**config.mk**
```make
export PLATFORM = sky130hd
export DESIGN_NAME = pbp_ram
export DESIGN_NICKNAME = d
export VERILOG_FILES = /design/src/sv/pbp_ram.sv
export SDC_FILE = /design/constraint.sdc
export NUM_CORES = 1
export LEC_CHECK = 0
export BUFFER_PORTS_ARGS = -buffer_cell sky130_fd_sc_hd__buf_2
export CAP_MARGIN = 20
export CORE_ASPECT_RATIO = 1.75
export CORE_MARGIN = 3
export CORE_UTILIZATION = 35
export CTS_BUF_LIST = sky130_fd_sc_hd__clkbuf_8
export DETAILED_ROUTE_END_ITERATION = 6
export GPL_ROUTABILITY_DRIVEN = 0
export HOLD_SLACK_MARGIN = 0.02
export PLACE_DENSITY = 0.58
export SYNTH_ARGS = -nofsm -noshare
export SYNTH_HDL_FRONTEND = slang
export SYNTH_SLANG_ARGS = --single-unit
```
**constraint.sdc**
```tcl
create_clock -name clk_i -period 2.3 [get_ports clk_i]
set_input_delay 0.69 -clock clk_i [delete_from_list [all_inputs] [get_ports clk_i]]
set_output_delay 0.69 -clock clk_i [all_outputs]
set_load 0.01 [all_outputs]
```
**src/sv/pbp_ram.sv**
```systemverilog
`timescale 1ns / 1ps
// ----------------------------------------------------------------------------
// pbp_ram
// Generic simple dual-port RAM, one write and one registered read port.
// ----------------------------------------------------------------------------
module pbp_ram #(
  parameter int WIDTH = 8,
  parameter int DEPTH = 16
) (
  input  logic                     clk_i,
  input  logic                     we_i,
  input  logic [$clog2(DEPTH)-1:0] waddr_i,
  input  logic [WIDTH-1:0]         wdata_i,
  input  logic                     re_i,
  input  logic [$clog2(DEPTH)-1:0] raddr_i,
  output logic [WIDTH-1:0]         rdata_o
);

  logic [WIDTH-1:0] mem_q [DEPTH];
  logic [WIDTH-1:0] rdata_q;

  always_ff @(posedge clk_i) begin
    if (we_i) begin
      mem_q[waddr_i] <= wdata_i;
    end
    if (re_i) begin
      rdata_q <= mem_q[raddr_i];
    end
  end

  assign rdata_o = rdata_q;

endmodule

```
==> flow_summary.yaml <==
global_routing:
  grt_overflow_total: 0
  grt_pass1_vias: 2644
  grt_usage_pct: 13.4
  grt_pass1_wl_mm: 15.9
  antenna_found_initial: 0
  grt_max_degree: 17
critical_path:
  ff2ff_path_depth: 3
  cp-start-kind: "primary input"
  cp_max_fo: 13
  cp.required_ns: 2.48
  setup.worst_path.start: "raddr_i[0]"
  reg2reg_from: "mem_q[0][2]"
  slowest_stage: "mux4_1"
  r2r_slack_ns: 0.84
  cp-endpoint: "rdata_o[2]"
  r2r-end: "rdata_o[2]"
  cp_cell_sequence: "buf_2 -> buf_12 -> mux4_1 -> a22oi_1 -> nand2_1"
  crit_buf_inv: 2
  cpLargestDelayFamily: "multiplexers"
  cp-end-kind: "flop"
  cp.depth: 5
  critPathKind: "primary input to flop"
  max_stage_delay_ns: 0.56
  crit_arrival_ns: 1.96
routing:
  vias_per_cell: 5.03
  drtIter0Drc: 197
  dr.pass1.iters: 5
  avgRoutedWirePerCell_microns: 21.2
  ant_nets: 0
  drc: 0
  wl_mm: 10.2
  vias: 2424
floorplanning:
  die_w_microns: 98.4
  core_region_area_sq_um: 14500
  dieArea_sq_um: 16500
  start_util_pct: 36.0
  ios: 27
  fp.dieH_microns: 168
  placementRows: 58
clock_tree:
  cts_buffers: 17
  cts_root_buf: "clkbuf_8"
  clkLatencyLatePin_ns: 0.43
  cts_tree: "yes"
  cts_buffer_depth: 2
  cts.sinks: 136
  cts_max_level: 4
  cts_setup_buffers: 0
  holdBufCountCts: 0
  post_cts_resized: 0
  clk_pin_slew_ns: 0.07
yosys:
  synth_edf_count: 136
  synth_area_per_cell_sq_um: 22.8
  synth_area_leaders: "edfxtp_1 78%, mux4_2 7.8%, mux4_1 7.0%"
  netlist_instances: 229
  synth_cell_type_count: 18
  synthesis.nets: 248
  synth_top_area_cell: "edfxtp_1"
  synth.most_common_cell: "edfxtp_1"
  ys_async_sr_fraction_pct: 0
  yosysWarningCount: 0
  synth_commonest_cells: "136 x edfxtp_1, 18 x mux4_2, 16 x a22oi_1, 14 x mux4_1, 13 x nor2_1"
  synthDominantCellAreaShare_pct: 78.1
  dominantRegCellSynth: "edfxtp_1"
  ys_ff_latch: 136
  synth_seq_area_share_pct: 78.1
  netlist_area_sq_um: 5230
timing:
  tightest_slew_ns: 0.414
  fin_skew_ns: 0.00445
  hold_viol: 0
  rsz0062_at_grt: "false"
  fmaxAchievable_ghz: 0.562
  layout_worst_path_cycle_share_pct: 77.3
  max_slew_margin_pct: 72.4
  setup_ws_ns: 0.522
  finalSetupTns_ns: 0
  fin_crit_ns: 1.78
  report.final.slew_viol_count: 0
  setup_violations: 0
place:
  pre_cts_ws_ns: 0.0505
  dp_hpwl_mm: 7.24
  placed_cells: 450
  io_buffers: 26
power:
  power_density_nw_per_um2: 846
  finalPower_mw: 5.23
  leakage_nw: 2.07
  irDropWorstVdd_v: 0.000373
final_layout:
  num_antenna_cells: 0
  fillers: 1293
  nNetsFinal: 308
  drive_above_1_share_pct: 32.5
  syn_to_final_growth_pct: 18.2
  stdcell_count: 482
status:
  status: "finished, final reports clean"
run:
  max_cap_violations: 0
worst_hold_path:
  min_path_type: "primary input to flop"
-- registers in the layout (all words and copies together) (netlist names) --
register	count
mem_q	128
rdata_o	8
-- placed cells by master (no fill, tap or decap) --
cell,n
clkbuf_8,17
or3b_2,1
nand3_1,1
inv_1,2
nor3_1,4
and2_1,1
nand3b_1,2
buf_12,4
clkinv_1,2
mux4_2,18
nand2_1,9
bufinv_16,5
clkinvlp_4,4
clkinv_2,1
nor2_1,13
edfxtp_1,136
mux4_1,14
a22oi_1,16
inv_6,1
and2b_1,1
nor2b_1,1
buf_4,21
nand2b_1,2
buf_2,26
-- through the flow --
stage	hold WS, ns	util, %	instance area (sq um)
after detailed placement	0.741	39.5	5730
after global placement	0.729	39.5	5730
after global routing	0.590	42.6	6180
final	0.614	42.6	6180
after floorplan	0.705	-	5230
after CTS	0.596	42.6	6180
-- where the power goes --
| part | switching, mW | internal, mW |
|---|---|---|
| clock | 0.879 | 1.27 |
| sequential | 0.0123 | 2.79 |
| combinational | 0.150 | 0.120 |
-- worst min-delay path by stage --
stage | startpoint | to | depth (start not counted)
floorplan | mem_q[7][0] | rdata_o[0] | 3
global placement | mem_q[14][3] | rdata_o[3] | 3
detailed placement | mem_q[15][3] | rdata_o[3] | 3
CTS | re_i | rdata_o[2] | 1
global route | re_i | rdata_o[2] | 1
finish | re_i | rdata_o[2] | 1
-- metal layers --
| metal | GRT usage (%) | vias to the layer above | part of all wire, % | wire length [microns] |
|---|---|---|---|---|
| met2 | 24.0 | 75 | 58 | 5890 |
| met5 | 0 | - | 0 | 0 |
| li1 | - | 1101 | - | - |
| met1 | 15.0 | 1240 | 36 | 3720 |
| met4 | 5.53 | 0 | 1.6 | 162 |
| met3 | 3.17 | 8 | 4.5 | 460 |
-- cell type report --
class,instances,area [sq um],share of cell area [%]
clock inverter,15,209,3.38
tap,180,225,3.65
sequential,136,4080,66.1
multi-input combinational,83,1060,17.1
timing repair buffer,51,368,5.96
clock buffer,17,234,3.79
-- cell families (layout without fill, tap and decap cells) --
group / count (synthesis) / count (layout) / synth area share, %
flops: 136 / 136 / 78.1
buf+inv: 10 / 83 / 1.65
simple gates: 35 / 35 / 3.14
mux: 32 / 32 / 14.8
compound gates: 16 / 16 / 2.30
Note: power is estimated with default switching activity, not from simulation.
