$ cat src/sv/pbp_pkg.sv
`timescale 1ns / 1ps
// ----------------------------------------------------------------------------
// pbp_pkg
// Shared types and fixed field widths of the perceptron branch predictor.
// ----------------------------------------------------------------------------
package pbp_pkg;

  localparam int ADDR_W     = 32;
  localparam int THR_W      = 11;
  localparam int OUT_SUM_W  = 12;
  localparam int IN_DATA_W  = 40;
  localparam int OUT_DATA_W = 16;
  localparam int GROUP_SIZE = 8;

  typedef enum logic [2:0] {
    ST_CLEAR,
    ST_IDLE,
    ST_PART,
    ST_SUM,
    ST_FIN
  } state_e;

  typedef struct packed {
    logic part_en;
    logic final_en;
  } sum_ctrl_t;

endpackage

$ cat src/sv/pbp_sum.sv
`timescale 1ns / 1ps
// ----------------------------------------------------------------------------
// pbp_sum
// Two-stage registered adder tree: group partial sums, then the row sum.
// ----------------------------------------------------------------------------
module pbp_sum #(
  parameter int HISTORY_LEN     = 20,
  parameter int WEIGHT_MAG_BITS = 6
) (
  input  logic                     clk_i,
  input  pbp_pkg::sum_ctrl_t       ctrl_i,
  input  logic [(HISTORY_LEN+1)*(WEIGHT_MAG_BITS+1)-1:0] row_i,
  input  logic [HISTORY_LEN-1:0]   hist_i,
  output logic signed [((($clog2((HISTORY_LEN+1) << WEIGHT_MAG_BITS) + 2) > 12) ?
                        ($clog2((HISTORY_LEN+1) << WEIGHT_MAG_BITS) + 2) : 12)-1:0] sum_o
);
  import pbp_pkg::*;

  localparam int WW    = WEIGHT_MAG_BITS + 1;
  localparam int N     = HISTORY_LEN + 1;
  localparam int NG    = (N + GROUP_SIZE - 1) / GROUP_SIZE;
  localparam int PW    = WW + $clog2(GROUP_SIZE) + 1;
  localparam int SUM_A = $clog2(N << WEIGHT_MAG_BITS) + 2;
  localparam int SUM_W = (SUM_A > OUT_SUM_W) ? SUM_A : OUT_SUM_W;

  logic signed [PW-1:0]    part_d [NG];
  logic signed [PW-1:0]    part_q [NG];
  logic signed [SUM_W-1:0] sum_d, sum_q;

  always_comb begin
    int j;
    logic signed [PW-1:0] w;
    logic signed [PW-1:0] acc;
    for (int g = 0; g < NG; g++) begin
      acc = '0;
      for (int k = 0; k < GROUP_SIZE; k++) begin
        j = g * GROUP_SIZE + k;
        if (j < N) begin
          w = PW'($signed(row_i[j*WW +: WW]));
          if (j == HISTORY_LEN || hist_i[j % HISTORY_LEN]) begin
            acc = acc + w;
          end else begin
            acc = acc - w;
          end
        end
      end
      part_d[g] = acc;
    end
  end

  always_comb begin
    sum_d = '0;
    for (int g = 0; g < NG; g++) begin
      sum_d = sum_d + SUM_W'(part_q[g]);
    end
  end

  always_ff @(posedge clk_i) begin
    if (ctrl_i.part_en) begin
      part_q <= part_d;
    end
    if (ctrl_i.final_en) begin
      sum_q <= sum_d;
    end
  end

  assign sum_o = sum_q;

endmodule

$ cat config.mk
export PLATFORM = sky130hd
export DESIGN_NAME = pbp_sum
export DESIGN_NICKNAME = d
export VERILOG_FILES = /design/src/sv/pbp_pkg.sv /design/src/sv/pbp_sum.sv
export SDC_FILE = /design/constraint.sdc
export NUM_CORES = 1
export LEC_CHECK = 0
export ABC_AREA = 0
export BUFFER_PORTS_ARGS = -buffer_cell sky130_fd_sc_hd__buf_2
export CORE_MARGIN = 2
export CORE_UTILIZATION = 50
export DETAILED_ROUTE_END_ITERATION = 7
export GPL_ROUTABILITY_DRIVEN = 0
export PLACE_DENSITY = 0.71
export SYNTH_ARGS = -nofsm -noshare
export SYNTH_HDL_FRONTEND = slang
export SYNTH_SLANG_ARGS = --single-unit
$ cat constraint.sdc
create_clock -name clk_i -period 14.1 [get_ports clk_i]
set_input_delay 0.705 -clock clk_i [delete_from_list [all_inputs] [get_ports clk_i]]
set_output_delay 0.705 -clock clk_i [all_outputs]
set_load 0.01 [all_outputs]
==> results_dict.tcl <==
set metrics [dict create \
    status "complete, no violations" \
    critPathMaxFanout 6 \
    grt_max_degree 34 \
    yosysMostFrequentCell "ha_1" \
    setup_slack_ns 4.62 \
    cpMostUsedCell "ha_1" \
    post-cts-setup-buffers 0 \
    drtIter0Drc 356 \
    syn_inst 1527 \
    pin_count 183 \
    required_ns 14.13 \
    synth_area_leaders "ha_1 22%, edfxtp_1 11%, xnor2_1 9.7%, xor2_1 9.2%, a21oi_1 6.4%" \
    synth.yosys.seq_area_share 0.113 \
    rsz0062_at_grt "no" \
    worst_path_largest_cell_delay_ns 0.69 \
    holdPathStages 2 \
    critPathKind "in2reg" \
    min_period_ns 9.48 \
    initial_core_util 0.506 \
    dp_slack_ns 4.38 \
    hold_viol_final 0 \
    synth.top_cells.by_count "211 x ha_1, 186 x inv_1, 157 x a21oi_1" \
    fin_nets 2106 \
    synth_area_leader_cell "ha_1" \
    cts_buffers 5 \
    core_area_sq_um 24200 \
    h-tree-depth 2 \
    avgSynthCellArea_sq_um 8.01 \
    regArea_sq_um 1380 \
    r2r_cells 12 \
    max-slew-margin-rel 0.517 \
    multi_input_area_sq_um 10100 \
    drc_errors 0 \
    min_path_type "reg2reg" \
    ys_warn_count 0 \
    vias_per_cell 5.31 \
    antenna_found_initial 3 \
    port_buffers 182 \
    drt-total-wl_um 25200 \
    cp-start-kind "input pin" \
    fill_cells 2228 \
    slew_viol_final 0 \
    grt_usage 0.195 \
    cts_tree "done" \
    rows 57 \
    end_kind "flop" \
    cts_max_path_buffers 2 \
    arrival_ns 9.50 \
    async_flop_share 0 \
    setup_tns_ns 0 \
    vias 10742 \
    insertion_delay_ns 0.28 \
    ctsResizeCount 0 \
    synth_area_sq_um 12200 \
    grt_pass1_wl_um 43200 \
    synth_cell_type_count 51 \
    synth-edff-count 46 \
    timing.max_cap.violations 0 \
    synth_top_area_frac 0.216 \
    period_share 0.672 \
    gr-total-overflow 0 \
    cts_sinks 46 \
    die_height_um 160 \
    hold_buffers 0 \
    die_area_sq_um 25700 \
    grt_pass1_vias 10053 \
    drt_pass1_iterations 5 \
    ys.flop_type "edfxtp_1" \
    wl_per_cell_um 12.5 \
    ant_nets 0 \
    synth_seq_cells 46 \
    fp.dieW_um 160 \
    clock_skew_ns 0.00679 \
    area_growth_syn_to_layout_pct 11.4 \
    fmax_mhz 106 \
    drive_gt1_frac 0.138 \
    synth_nets 1938 \
    clock-root-buffer "clkbuf_16" \
    finalSetupViolCount 0 \
    crit_slowest_cell "or4b_2" \
    worstMarginPinSlew_ns 0.724 \
    clk_pin_slew_ns 0.06 \
    hpwlAfterDp_um 22300 \
    hold_slack_ns 0.749 \
]
[sequential cells by signal, indices dropped and copies added (netlist names)]
name    count
part_q     33
sum_o      13
[metal layers]
metal,part of all wire,vias up,GRT usage,wire [um]
met4,0.0069,2,0.0270,174
met2,0.48,157,0.354,12000
met3,0.027,14,0.0150,685
met5,0.00052,-,0,13
li1,-,5737,-,-
met1,0.49,4832,0.258,12300
[worst max-delay path: cells and delay by family]
kind	cells	cell delay, ns
buffers and inverters	3	0.30
muxes	1	0.27
xor gates and xnor gates	2	0.56
and+or+nand+nor	8	3.63
AOI/OAI and AO/OA	13	1.66
adders and majority gates	8	2.38
[cell families after synthesis]
group           Yosys count  synth area share
mux                      28            0.0261
fa+ha+maj               241             0.265
flops                    46             0.113
simple gates            302             0.117
compound gates          433             0.215
xor+xnor                270             0.199
buf+inv                 207            0.0644
[layout make-up]
type / instances / share of cell area
diodes: 2 / 0.000367
clock inverters: 1 / 0.00220
multi-input cells: 1274 / 0.738
clock buffers: 7 / 0.00974
inverters: 186 / 0.0513
flip-flops and latches: 46 / 0.101
well taps: 324 / 0.0298
repair buffers: 182 / 0.0669
[stage by stage]
stage          std cells  instance area (sq um)   util
2_1_floorplan       1527                  12200      -
3_3_place_gp        2012                  13500  0.556
4_1_cts             2020                  13600  0.563
5_1_grt             2022                  13600  0.563
6_report            2022                  13600  0.563
3_5_place_dp        2012                  13500  0.556
[path summary, 6_finish.rpt]
path / startpoint / endpoint / slack (ns)
worst min-delay path: part_q[23]$_DFFE_PP_ / sum_o[1]$_DFFE_PP_ / 0.75
worst min register to register: part_q[23]$_DFFE_PP_ / sum_o[1]$_DFFE_PP_ / 0.75
worst max-delay path: row_i[7] / part_q[32]$_DFFE_PP_ / 4.62
worst max register to register: part_q[1]$_DFFE_PP_ / sum_o[11]$_DFFE_PP_ / 10.90
[cell usage in the layout, fill, tap and decap left out, drive strengths merged, types with 6 or more instances in the layout]
cell type / count
o21ai: 88
o31ai: 19
xnor2: 138
edfxtp: 46
a21o: 47
inv: 186
o2111ai: 6
buf: 182
nand3: 26
fa: 30
o21bai: 39
nor3: 54
or4b: 7
nand4b: 9
a31oi: 41
xor2: 128
nand2: 56
nor2b: 7
ha: 211
o211ai: 13
a21oi: 159
mux2: 28
nor2: 114
nand2b: 14
clkbuf: 7
Power is not shown: default switching activity piles up to over one toggle a cycle in this logic, so the estimate is an artifact.
